===== src/sv/kfip_pkg.sv =====
`timescale 1ns / 1ps
package kfip_pkg;

  // Sizes
  localparam int RoundCount = 8;
  localparam int IndexBits  = 32;
  localparam int KeyBits    = 64;
  localparam int SizeBits   = IndexBits + 1;
  localparam int RoundIdxW  = (RoundCount > 1) ? $clog2(RoundCount) : 1;
  localparam int WidthBits  = $clog2(IndexBits + 1);
  localparam int StepBits   = 4;
  localparam int CfgAddrBits = 1;

  localparam logic [RoundIdxW-1:0] RndLast = RoundIdxW'(RoundCount - 1);

  // Mixing constants
  localparam logic [KeyBits-1:0] GoldenStep    = 64'h9e3779b97f4a7c15;
  localparam logic [KeyBits-1:0] MixMulA       = 64'hbf58476d1ce4e5b9;
  localparam logic [KeyBits-1:0] MixMulB       = 64'h94d049bb133111eb;
  localparam logic [KeyBits-1:0] PermDomainTag = 64'h9f6abc142d337e51;
  localparam int MixShiftPre = 30;
  localparam int MixShiftMid = 27;
  localparam int MixShiftEnd = 31;

  // Configuration register indexes
  localparam logic [CfgAddrBits-1:0] CfgCarrierKey = 1'd0;
  localparam logic [CfgAddrBits-1:0] CfgDomainSize = 1'd1;

  // Steps of one mix evaluation on the shared 32x32 multiplier
  typedef enum logic [StepBits-1:0] {
    MsPre      = 4'd0,
    MsMulLoA   = 4'd1,
    MsMulHiA   = 4'd2,
    MsMulCrsA  = 4'd3,
    MsMid      = 4'd4,
    MsMulLoB   = 4'd5,
    MsMulHiB   = 4'd6,
    MsMulCrsB  = 4'd7,
    MsEnd      = 4'd8
  } mix_step_e;

  // Datapath operations
  typedef enum logic [2:0] {
    OpNone = 3'd0,
    OpPre  = 3'd1,
    OpMul0 = 3'd2,
    OpMul1 = 3'd3,
    OpMul2 = 3'd4,
    OpMid  = 3'd5,
    OpEnd  = 3'd6
  } dp_op_e;

  typedef struct packed {
    dp_op_e                op;
    logic                  mul_b;
    logic                  key_mode;
    logic [RoundIdxW-1:0]  rnd;
    logic                  setup_start;
    logic                  load_in;
    logic                  check;
    logic                  out_load;
  } dp_cmd_t;

  typedef struct packed {
    logic in_oor;
    logic span_zero;
    logic walk_again;
  } dp_status_t;

endpackage


===== src/sv/kfip_ctrl.sv =====
`timescale 1ns / 1ps
module kfip_ctrl (
  input  logic                 clk_i,
  input  logic                 rst_ni,
  input  logic                 cfg_we_i,
  input  logic                 in_valid_i,
  output logic                 in_ready_o,
  output logic                 out_valid_o,
  input  logic                 out_ready_i,
  input  kfip_pkg::dp_status_t status_i,
  output kfip_pkg::dp_cmd_t    cmd_o
);

  typedef enum logic [6:0] {
    StStart = 7'b0000001,
    StSetup = 7'b0000010,
    StWait  = 7'b0000100,
    StIdle  = 7'b0001000,
    StRound = 7'b0010000,
    StCheck = 7'b0100000,
    StDone  = 7'b1000000
  } state_e;

  state_e                         state_q, state_d;
  kfip_pkg::mix_step_e            step_q, step_d;
  logic [kfip_pkg::RoundIdxW-1:0] rnd_q, rnd_d;
  logic                           out_valid_q, out_valid_d;

  kfip_pkg::dp_op_e step_op;
  logic             step_mul_b;
  logic             step_end;
  logic             rnd_last;

  // Map the mix step to a datapath operation
  always_comb begin
    step_op    = kfip_pkg::OpNone;
    step_mul_b = 1'b0;
    unique case (step_q)
      kfip_pkg::MsPre:     step_op = kfip_pkg::OpPre;
      kfip_pkg::MsMulLoA:  step_op = kfip_pkg::OpMul0;
      kfip_pkg::MsMulHiA:  step_op = kfip_pkg::OpMul1;
      kfip_pkg::MsMulCrsA: step_op = kfip_pkg::OpMul2;
      kfip_pkg::MsMid:     step_op = kfip_pkg::OpMid;
      kfip_pkg::MsMulLoB: begin
        step_op    = kfip_pkg::OpMul0;
        step_mul_b = 1'b1;
      end
      kfip_pkg::MsMulHiB: begin
        step_op    = kfip_pkg::OpMul1;
        step_mul_b = 1'b1;
      end
      kfip_pkg::MsMulCrsB: begin
        step_op    = kfip_pkg::OpMul2;
        step_mul_b = 1'b1;
      end
      kfip_pkg::MsEnd: begin
        step_op    = kfip_pkg::OpEnd;
        step_mul_b = 1'b1;
      end
      default: step_op = kfip_pkg::OpNone;
    endcase
  end

  assign step_end = (step_q == kfip_pkg::MsEnd);
  assign rnd_last = (rnd_q == kfip_pkg::RndLast);

  // Sequence setup, rounds, walk check and result handoff
  always_comb begin
    state_d     = state_q;
    step_d      = step_q;
    rnd_d       = rnd_q;
    out_valid_d = out_valid_q && !out_ready_i;
    in_ready_o  = 1'b0;

    cmd_o             = '0;
    cmd_o.op          = kfip_pkg::OpNone;
    cmd_o.rnd         = rnd_q;

    unique case (state_q)
      StStart: begin
        cmd_o.setup_start = 1'b1;
        step_d            = kfip_pkg::MsPre;
        rnd_d             = '0;
        state_d           = StSetup;
      end
      StSetup, StRound: begin
        cmd_o.op       = step_op;
        cmd_o.mul_b    = step_mul_b;
        cmd_o.key_mode = (state_q == StSetup);
        if (step_end) begin
          step_d = kfip_pkg::MsPre;
          if (rnd_last) begin
            rnd_d   = '0;
            state_d = (state_q == StSetup) ? StWait : StCheck;
          end else begin
            rnd_d = rnd_q + 1'b1;
          end
        end else begin
          step_d = kfip_pkg::mix_step_e'(step_q + 1'b1);
        end
      end
      StWait: begin
        if (status_i.span_zero) begin
          state_d = StIdle;
        end
      end
      StIdle: begin
        in_ready_o = !cfg_we_i;
        if (in_valid_i && !cfg_we_i) begin
          cmd_o.load_in = 1'b1;
          step_d        = kfip_pkg::MsPre;
          rnd_d         = '0;
          state_d       = status_i.in_oor ? StDone : StRound;
        end
      end
      StCheck: begin
        cmd_o.check = 1'b1;
        state_d     = status_i.walk_again ? StRound : StDone;
      end
      StDone: begin
        if (!out_valid_q || out_ready_i) begin
          cmd_o.out_load = 1'b1;
          out_valid_d    = 1'b1;
          state_d        = StIdle;
        end
      end
      default: state_d = StStart;
    endcase

    // Restart setup on any configuration write
    if (cfg_we_i) begin
      state_d = StStart;
    end
  end

  always_ff @(posedge clk_i or negedge rst_ni) begin
    if (!rst_ni) begin
      state_q     <= StStart;
      step_q      <= kfip_pkg::MsPre;
      rnd_q       <= '0;
      out_valid_q <= 1'b0;
    end else begin
      state_q     <= state_d;
      step_q      <= step_d;
      rnd_q       <= rnd_d;
      out_valid_q <= out_valid_d;
    end
  end

  assign out_valid_o = out_valid_q;

endmodule


===== src/sv/kfip_dp.sv =====
`timescale 1ns / 1ps
module kfip_dp (
  input  logic                               clk_i,
  input  logic                               rst_ni,
  input  logic                               cfg_we_i,
  input  logic [kfip_pkg::CfgAddrBits-1:0]   cfg_addr_i,
  input  logic [kfip_pkg::KeyBits-1:0]       cfg_wdata_i,
  input  logic [kfip_pkg::IndexBits-1:0]     in_index_i,
  input  kfip_pkg::dp_cmd_t                  cmd_i,
  output kfip_pkg::dp_status_t               status_o,
  output logic [kfip_pkg::IndexBits-1:0]     position_o,
  output logic                               out_of_range_o
);

  localparam int Kb = kfip_pkg::KeyBits;
  localparam int Ib = kfip_pkg::IndexBits;
  localparam int Sb = kfip_pkg::SizeBits;
  localparam int Wb = kfip_pkg::WidthBits;
  localparam int Hb = Kb / 2;
  localparam logic [Sb-1:0] SizeMin = Sb'(2);
  localparam logic [Sb-1:0] SizeCap = {1'b1, {Ib{1'b0}}};

  function automatic logic [Ib-1:0] low_mask(input logic [Wb-1:0] w);
    return ~({Ib{1'b1}} << w);
  endfunction

  // Configuration registers
  logic [Kb-1:0] key_q;
  logic [Sb-1:0] size_q, size_wr;

  // Setup state
  logic [Kb-1:0] key_store_q [kfip_pkg::RoundCount];
  logic [Kb-1:0] gstep_q, gstep_d;
  logic [Ib-1:0] span_q, span_d;
  logic [Wb-1:0] bits_q, bits_d;
  logic [Wb-1:0] lw_base, rw_base;

  // Mix unit
  logic [Kb-1:0] mv_q, mv_d, prod_q, prod_d, acc_q, acc_d;
  logic [Kb-1:0] mix_in, pre_sum, pre_val, fin_sum, mid_val, round_f, mul_const;
  logic [Hb-1:0] mul_a, mul_b;
  logic [Kb-1:0] mul_p;

  // Feistel halves
  logic [Ib-1:0] left_q, left_d, right_q, right_d;
  logic [Wb-1:0] lw_cur_q, lw_cur_d, rw_cur_q, rw_cur_d;
  logic [Ib-1:0] v_comb, split_src;
  logic          oor_q, oor_d, in_oor, walk_again;
  logic [Ib-1:0] position_q, position_d;
  logic          out_oor_q, out_oor_d;
  logic          key_write;

  // Clamp a written domain size into range
  always_comb begin
    size_wr = cfg_wdata_i[Sb-1:0];
    if (size_wr < SizeMin) begin
      size_wr = SizeMin;
    end else if (size_wr > SizeCap) begin
      size_wr = SizeCap;
    end
  end

  always_ff @(posedge clk_i or negedge rst_ni) begin
    if (!rst_ni) begin
      key_q  <= '0;
      size_q <= SizeMin;
    end else if (cfg_we_i) begin
      unique case (cfg_addr_i)
        kfip_pkg::CfgCarrierKey: key_q  <= cfg_wdata_i;
        kfip_pkg::CfgDomainSize: size_q <= size_wr;
        default: key_q <= key_q;
      endcase
    end
  end

  // Half widths from the bit length of size minus one
  assign lw_base = bits_q >> 1;
  assign rw_base = bits_q - lw_base;

  always_comb begin
    span_d  = span_q;
    bits_d  = bits_q;
    gstep_d = gstep_q;
    if (cmd_i.setup_start) begin
      span_d  = Ib'(size_q - 1'b1);
      bits_d  = '0;
      gstep_d = '0;
    end else begin
      if (span_q != '0) begin
        span_d = span_q >> 1;
        bits_d = bits_q + 1'b1;
      end
      if (key_write) begin
        gstep_d = gstep_q + kfip_pkg::GoldenStep;
      end
    end
  end

  assign key_write = (cmd_i.op == kfip_pkg::OpEnd) && cmd_i.key_mode;

  // Mix datapath: add and xor-shift, then two 64-bit products from 32x32 parts
  assign mix_in = cmd_i.key_mode ? (key_q ^ kfip_pkg::PermDomainTag ^ gstep_q)
                                 : ({{(Kb - Ib){1'b0}}, right_q} ^ key_store_q[cmd_i.rnd]);
  assign pre_sum   = mix_in + kfip_pkg::GoldenStep;
  assign pre_val   = pre_sum ^ (pre_sum >> kfip_pkg::MixShiftPre);
  assign mul_const = cmd_i.mul_b ? kfip_pkg::MixMulB : kfip_pkg::MixMulA;
  assign mul_a     = (cmd_i.op == kfip_pkg::OpMul1) ? mv_q[Kb-1:Hb] : mv_q[Hb-1:0];
  assign mul_b     = (cmd_i.op == kfip_pkg::OpMul2) ? mul_const[Kb-1:Hb] : mul_const[Hb-1:0];
  assign mul_p     = mul_a * mul_b;
  assign fin_sum   = acc_q + {prod_q[Hb-1:0], {Hb{1'b0}}};
  assign mid_val   = fin_sum ^ (fin_sum >> kfip_pkg::MixShiftMid);
  assign round_f   = fin_sum ^ (fin_sum >> kfip_pkg::MixShiftEnd);

  always_comb begin
    mv_d   = mv_q;
    prod_d = prod_q;
    acc_d  = acc_q;
    unique case (cmd_i.op)
      kfip_pkg::OpPre: mv_d = pre_val;
      kfip_pkg::OpMul0: begin
        prod_d = mul_p;
        acc_d  = '0;
      end
      kfip_pkg::OpMul1: begin
        prod_d = mul_p;
        acc_d  = acc_q + prod_q;
      end
      kfip_pkg::OpMul2: begin
        prod_d = mul_p;
        acc_d  = acc_q + {prod_q[Hb-1:0], {Hb{1'b0}}};
      end
      kfip_pkg::OpMid: mv_d = mid_val;
      kfip_pkg::OpNone, kfip_pkg::OpEnd: mv_d = mv_q;
      default: mv_d = mv_q;
    endcase
  end

  // Recombine halves and compare for cycle walking
  assign v_comb     = (left_q << rw_cur_q) | right_q;
  assign walk_again = ({1'b0, v_comb} >= size_q);
  assign in_oor     = ({1'b0, in_index_i} >= size_q);
  assign split_src  = cmd_i.load_in ? in_index_i : v_comb;

  always_comb begin
    left_d     = left_q;
    right_d    = right_q;
    lw_cur_d   = lw_cur_q;
    rw_cur_d   = rw_cur_q;
    oor_d      = oor_q;
    position_d = position_q;
    out_oor_d  = out_oor_q;
    if (cmd_i.load_in) begin
      oor_d = in_oor;
    end
    // Split a fresh value into halves at the base widths
    if (cmd_i.load_in || (cmd_i.check && walk_again)) begin
      left_d   = split_src >> rw_base;
      right_d  = split_src & low_mask(rw_base);
      lw_cur_d = lw_base;
      rw_cur_d = rw_base;
    end else if ((cmd_i.op == kfip_pkg::OpEnd) && !cmd_i.key_mode) begin
      // Feistel round: swap halves and widths
      left_d   = right_q;
      right_d  = (left_q ^ round_f[Ib-1:0]) & low_mask(lw_cur_q);
      lw_cur_d = rw_cur_q;
      rw_cur_d = lw_cur_q;
    end
    if (cmd_i.out_load) begin
      position_d = oor_q ? '0 : v_comb;
      out_oor_d  = oor_q;
    end
  end

  always_ff @(posedge clk_i) begin
    if (key_write) begin
      key_store_q[cmd_i.rnd] <= round_f;
    end
    gstep_q    <= gstep_d;
    span_q     <= span_d;
    bits_q     <= bits_d;
    mv_q       <= mv_d;
    prod_q     <= prod_d;
    acc_q      <= acc_d;
    left_q     <= left_d;
    right_q    <= right_d;
    lw_cur_q   <= lw_cur_d;
    rw_cur_q   <= rw_cur_d;
    oor_q      <= oor_d;
    position_q <= position_d;
    out_oor_q  <= out_oor_d;
  end

  assign status_o.in_oor     = in_oor;
  assign status_o.span_zero  = (span_q == '0);
  assign status_o.walk_again = walk_again;
  assign position_o          = position_q;
  assign out_of_range_o      = out_oor_q;

endmodule


===== src/sv/keyed_feistel_index_permuter.sv =====
`timescale 1ns / 1ps
// An in-range index is permuted by Feistel passes, repeated by cycle walking until the value
// falls inside the domain; an out-of-range index skips the rounds and is flagged. Throughput:
// one item at a time, so the next index is taken only after the previous result has been
// loaded into the output register, which waits while a held result is not yet taken.
// Each round evaluates the mixer on one shared 32x32 multiplier (6 products).
// Reset and each register write run a key and width setup with input held off.
module keyed_feistel_index_permuter (
  input  logic                             clk_i,
  input  logic                             rst_ni,
  input  logic                             cfg_we_i,
  input  logic [kfip_pkg::CfgAddrBits-1:0] cfg_addr_i,
  input  logic [kfip_pkg::KeyBits-1:0]     cfg_wdata_i,
  input  logic                             s_axis_tvalid_i,
  output logic                             s_axis_tready_o,
  input  logic [kfip_pkg::IndexBits-1:0]   s_axis_tdata_i,   // [31:0] index
  output logic                             m_axis_tvalid_o,
  input  logic                             m_axis_tready_i,
  output logic [kfip_pkg::IndexBits-1:0]   m_axis_tdata_o,   // [31:0] position
  output logic [0:0]                       m_axis_tuser_o    // [0] out_of_range
);

  kfip_pkg::dp_cmd_t    cmd;
  kfip_pkg::dp_status_t status;

  kfip_ctrl u_ctrl (
    .clk_i       (clk_i),
    .rst_ni      (rst_ni),
    .cfg_we_i    (cfg_we_i),
    .in_valid_i  (s_axis_tvalid_i),
    .in_ready_o  (s_axis_tready_o),
    .out_valid_o (m_axis_tvalid_o),
    .out_ready_i (m_axis_tready_i),
    .status_i    (status),
    .cmd_o       (cmd)
  );

  kfip_dp u_dp (
    .clk_i          (clk_i),
    .rst_ni         (rst_ni),
    .cfg_we_i       (cfg_we_i),
    .cfg_addr_i     (cfg_addr_i),
    .cfg_wdata_i    (cfg_wdata_i),
    .in_index_i     (s_axis_tdata_i),
    .cmd_i          (cmd),
    .status_o       (status),
    .position_o     (m_axis_tdata_o),
    .out_of_range_o (m_axis_tuser_o[0])
  );

endmodule


===== config.mk =====
export PLATFORM = sky130hd
export DESIGN_NAME = keyed_feistel_index_permuter
export DESIGN_NICKNAME = d
export VERILOG_FILES = /design/src/sv/kfip_pkg.sv /design/src/sv/kfip_ctrl.sv /design/src/sv/kfip_dp.sv /design/src/sv/keyed_feistel_index_permuter.sv
export SDC_FILE = /design/constraint.sdc
export NUM_CORES = 2
export LEC_CHECK = 0
export BUFFER_PORTS_ARGS = -buffer_cell sky130_fd_sc_hd__clkbuf_2
export CORE_UTILIZATION = 50
export DETAILED_ROUTE_END_ITERATION = 8
export PLACE_DENSITY_LB_ADDON = 0.15
export SLEW_MARGIN = 0
export SYNTH_ARGS = -nofsm -noshare
export SYNTH_HDL_FRONTEND = slang
export SYNTH_SLANG_ARGS = --single-unit

===== constraint.sdc =====
create_clock -name clk_i -period 15.8 [get_ports clk_i]
set_input_delay 0.79 -clock clk_i [delete_from_list [all_inputs] [get_ports clk_i]]
set_output_delay 0.79 -clock clk_i [all_outputs]
set_load 0.05 [all_outputs]

---- Word level (Yosys, flattened, before mapping) ----
Memory sizes are Yosys's and may differ from the RTL's.
Index checks and enable logic that the tools add are counted.
cells by class
  add/subtract/negate cells ............... 9
  multipliers ............................. 1
  $lt $le $gt $ge ......................... 4
  equal/unequal tests ..................... 29
  shift operators ......................... 4
  mux-type cells .......................... 50
  bitwise logic cells ..................... 13
  reductions and logical operators ........ 30
operator list
  kind                    number
  $mux 32                 9
  $pmux 64 s3             1
  $add 64x64->64          2
  $add 64x64->64 const B  2
  $pmux 64 s2             1
  $ge 32x33->1            2
  $mux 33                 2
  $and 32x32->32          2
  $mul 32x32->64          1
  $mux 64                 1
  $not 32->32             2
  $shl 32x6->32 const A   2
  $xor 32x64->64          1
  $xor 64x33->64          1
  $xor 64x34->64          1
  $xor 64x37->64          1
  $xor 64x64->64          1
  $mux 62                 1
  $mux 7                  8
  $pmux 7 s6              1
  $not 34->34             1
  $gt 33x33->1 const B    1
  $lt 33x2->1 const B     1
  $logic_not 32->1        1
  other kinds (48)        94
word-level totals
  register bits ........................... 516
  bits in writable memories ............... 512
  bits of input ports ..................... 102
  output and inout port bits .............. 35
  word-level logic and storage cells ...... 161
  memories kept ........................... 1
memory list
  name              words  bits a word  read ports  clocked after Yosys merged registers in  write ports  RTL line       text
  u_dp.key_store_q  8      64           1           0                                        1            kfip_dp.sv:32  logic [Kb-1:0] key_store_q [kfip_pkg::RoundCount];

---- Logic depth before layout (Yosys ltp) ----
  depth after elaboration ................. 8
  mapped depth ............................ 43
  depth with buffers taken out ............ 38

---- Modules after synthesis ----
From an unflattened synthesis, not the netlist that was laid out.
unflattened totals
  cell total of the unflattened synthesis .. 7979
  area, all modules ....................... 85980.0 um2
by module, submodules not included
  module     times used  cells an instance  area an instance (um2)  sequential area each (um2)
  kfip_dp    1           7851               84892.7                 29224.3
  kfip_ctrl  1           128                1087.3                  376.6

---- Least setup slack after synthesis ----
Ideal clock, no wire load.
  kind .................................... register -> register
  start ................................... reg u_ctrl.state_q[3]
  end ..................................... reg u_dp.prod_q[63], data pin
  library setup time ...................... 256 ps
  arrival ................................. 10992 ps
  required time ........................... 15544 ps
  setup slack ............................. 4552 ps
  cell stages (with the launch flop) ...... 37
  buffers on the path ..................... 6
  period minus slack after synthesis ...... 11248 ps
  cells stage by stage .................... dfrtp_1 > clkbuf_1 > or4_1 > or3_1 > clkbuf_1 > nor4_1 > clkbuf_1 > buf_1 > clkbuf_1 > mux2i_1 > clkbuf_1 > nor2b_1 > fa_1 > fa_1 > fa_1 > inv_1 > fa_1 > inv_1 > fa_1 > fa_1 > fa_1 > fa_1 > ha_1 > a21o_1 > a21o_1 > a21oi_1 > o21a_1 > o21ai_0 > a211o_1 > a31o_2 > and4_1 > o41ai_1 > nor2b_1 > or2_2 > a21oi_1 > o21ai_0 > a41o_1
between the ends
  longest elaborated chain between the ends .. 6
  elaborated cells between the ends (all ways) .. 10
  classes of those cells .................. mul (1); eq/ne (4); mux (4); reduce/logical (1)
ends and longest elaborated chain
  item                                      RTL line                        text
  from (decl)                               kfip_ctrl.sv:24                 state_e state_q, state_d;
  from (signal assigned)                    kfip_ctrl.sv:138                state_q <= StStart;
  from (signal assigned)                    kfip_ctrl.sv:143                state_q <= state_d;
  $eq 7x5->1 or $eq 7x2->1 (tied branches)  kfip_ctrl.sv:79                 unique case (state_q)
  $reduce_or 2->1 *                         kfip_ctrl.sv:79
  $mux 5 *                                  kfip_ctrl.sv:79
  $eq 3x2->1, or another cell as far along  kfip_dp.sv:107                  assign mul_a = (cmd_i.op == kfip_pkg::OpMul1) ? mv_q[Kb-1:Hb] : mv_q[Hb-1:0];
  $mux 32, on equally long branches         kfip_dp.sv:107, kfip_dp.sv:108
  $mul 32x32->64 *                          kfip_dp.sv:109                  assign mul_p = mul_a * mul_b;
  via u_dp.mul_p[63]                        kfip_dp.sv:42                   logic [Kb-1:0] mul_p;
  to (signal assigned)                      kfip_dp.sv:182                  prod_q <= prod_d;
  to (decl)                                 kfip_dp.sv:39                   logic [Kb-1:0] mv_q, mv_d, prod_q, prod_d, acc_q, acc_d;
Mark *: on every way through the listed nets, which the timed path passes. The rest lies on a longest branch.
A chain may end at the register's enable or synchronous reset.

---- Worst setup path after layout ----
Same ends and word-level chain as after synthesis.

==> flow_summary.toml <==
[status]
status = "finished clean"

[setup_path]
path_common_cell = "fa_1"
worstReg2RegEnd = "u_dp.prod_q[63]"
endpoint_kind = "flop"
slowest_stage = "or4_2"
slowest_delay_ns = 0.86
critical_path_class = "reg2reg"
worstPathRequired_ns = 16.30
startpoint_type = "flop"
r2r_setup_slack_ns = 3.04
path_max_fanout = 75
timing.rr.start = "u_ctrl.state_q[3]"
cp.arrival_ns = 13.26
reg2reg_depth = 35

[synth]
avgSynthCellArea_um2 = 10.7
yosys.cell_types.count = 104
ys.flop_type = "edfxtp_1"
synth-simple-area-share = 0.100
synth_top_area_cell = "edfxtp_1"
synth_xor_area_frac = 0.0550
synth_warnings = 0
yosys.cell_count.top_type = "inv_1"
synth.mux.area_fraction = 0.0624
ys_top_cells_by_area = "edfxtp_1 (30%), fa_1 (19%), ha_1 (7.9%), inv_1 (4.8%), dfrtp_1 (3.2%)"
synth_top_area_frac = 0.296
netlist_area_um2 = 85600
synthAdderAreaFrac = 0.266
synth_top_family_by_area = "adder cells"
synth_compound_area_frac = 0.105
synth_common_cells = "inv_1 (1105), edfxtp_1 (845), fa_1 (801), nand2_1 (589), nor2_1 (572)"
ys_async_sr_fraction = 0.109
ys_seq_area_frac = 0.346
synth_fp_nets = 9432
synth_cells = 7992
synth_edf_count = 845
ys_ff_latch = 1028

[run]
cap_violations = 0

[timing]
final_hold_viol_count = 0
drv_slew = 0
fin_skew_ns = 0.0456
fin_crit_ns = 12.76
whs_ns = 0.0183
fmax_mhz = 78.4
rsz0062_at_grt = "no"
slew-limit-headroom = 0.153
setup_viol_count_final = 0
tightestPinTransition_ns = 1.26
setup_tns_ns = 0
period_share = 0.808

[route]
via_per_inst = 6.03
wl_met3_mm = 22.0
first_iter_violations = 6350
met2_wirelength_mm = 142
wirelength_mm = 301
vias = 62500
routedWlPerCell_um = 29.0
routed.top_layer = "met5"
ant_nets = 0
drc = 0
first_pass_iters = 8
wl_met1_mm = 115

[clock_tree]
clkLatencyLatePin_ns = 0.78
clk_pin_slew_ns = 0.06
clockBufferDepth = 3
cts-root-buf = "clkbuf_16"
clock_sinks = 1028
cts_hold_buf = 0
cts_tree = "done"
cts_htree_levels = 3
cts_resized = 0
numCtsBuffers = 105
post_cts_buffers = 0

[floorplanning]
die_area_um2 = 173000
die_h_um = 416
ios = 137
die_w_um = 416
core_um2 = 170000
std_cell_rows = 151
start_util = 0.504

[final_layout]
drive_above_1_share = 0.0953
synthToLayoutAreaGrowth_pct = 7.99
layout.nets = 9499
num-fill-cells = 15000
layoutNonFillerInstCount = 10400

[place]
hpwlAfterDp_mm = 238
post-place-cells = 10200
routabilityCongestion = 1.01
io_buffers = 136

[global_route]
antenna_found_initial = 6
track_usage = 0.347
grt_max_degree = 106
grt.overflow.total = 0
grt_pass1_vias = 63200
grt_pass1_wl_mm = 433

[min_path]
holdCritPathClass = "in2async"
how the worst max path moves through the flow:
stage / depth (start not counted) / slack [ns] / from / endpoint
2_1_floorplan: 36 / 4.55 / u_ctrl.state_q[3] / u_dp.prod_q[63]
3_3_place_gp: 35 / 3.37 / u_ctrl.state_q[3] / u_dp.prod_q[63]
3_5_place_dp: 35 / 3.15 / u_ctrl.state_q[3] / u_dp.prod_q[63]
4_1_cts: 35 / 3.17 / u_ctrl.state_q[3] / u_dp.prod_q[63]
5_1_grt: 35 / 2.72 / u_ctrl.state_q[3] / u_dp.prod_q[63]
6_report: 35 / 3.04 / u_ctrl.state_q[3] / u_dp.prod_q[63]
cell families (layout without fill, tap and decap cells):
family | Yosys count | after routing
simple gates | 1846 | 1846
buf+inv | 1445 | 1604
compound gates | 1387 | 1387
fa+ha+maj | 1338 | 1338
flops | 1028 | 1028
xor+xnor | 537 | 537
mux | 411 | 411
other cells | 0 | 5
registers in the layout, summed over array words and instances, names as in the netlist:
register,cells
u_ctrl.out_valid_o,1
u_ctrl.rnd_q,3
u_ctrl.state_q,7
u_ctrl.step_q,4
u_dp.acc_q,64
u_dp.bits_q,6
u_dp.gstep_q,64
u_dp.key_q,64
u_dp.key_store_q,512
u_dp.left_q,32
u_dp.lw_cur_q,6
u_dp.mv_q,64
u_dp.oor_q,1
u_dp.out_of_range_o,1
u_dp.position_o,32
u_dp.prod_q,64
u_dp.right_q,32
u_dp.rw_cur_q,6
u_dp.size_q,33
u_dp.span_q,32
cell usage in the layout (no fill, tap or decap), types with 107 or more instances in the layout:
cell type,n
ha_1,535
and2_1,119
mux2_2,131
nor2_1,569
xnor2_1,302
edfxtp_1,845
o21ai_0,332
dfrtp_1,107
nand2_1,587
mux2i_1,185
a21oi_1,352
a21o_1,159
buf_4,147
inv_1,1105
fa_1,801
clkbuf_2,135
xor2_1,228
layout make-up:
| type | instances | area (µm²) | area share |
|---|---|---|---|
| clock inverters | 61 | 706 | 0.00763 |
| repair buffers | 283 | 1790 | 0.0194 |
| multi-input cells | 5519 | 50500 | 0.547 |
| flip-flops and latches | 1028 | 29600 | 0.320 |
| well taps | 2218 | 2780 | 0.0300 |
| diodes | 5 | 12.5 | 0.000135 |
| clock buffers | 138 | 2770 | 0.0300 |
| inverters | 1122 | 4210 | 0.0456 |
metrics by stage:
| step | util | cell area (µm²) | setup WS (ns) |
|---|---|---|---|
| finish | 0.545 | 92400 | 3.04 |
| global route | 0.545 | 92400 | 2.72 |
| CTS | 0.545 | 92400 | 3.17 |
| detailed placement | 0.524 | 88900 | 3.15 |
| global placement | 0.524 | 88900 | 3.37 |
| floorplan | - | 85600 | 4.55 |
layer usage:
| layer | global-route usage | up-vias |
|---|---|---|
| met5 | 0.00167 | - |
| met2 | 0.568 | 2855 |
| met3 | 0.0503 | 704 |
| li1 | - | 27400 |
| met1 | 0.437 | 31600 |
| met4 | 0.209 | 2 |
worst max-delay path, delay by kind of cell, from the launching register on:
| kind | cells | cell delay [ns] |
|---|---|---|
| AO/OA/AOI/OAI | 11 | 2.63 |
| adder cells (fa/ha/maj) | 9 | 4.26 |
| buffers and inverters | 6 | 1.45 |
| flip-flops | 1 | 0.46 |
| AND/OR/NAND/NOR | 9 | 3.63 |
Power is left out: the tool's default activity adds up to more than one toggle a clock period on the data nets, which glitch-free logic cannot reach.
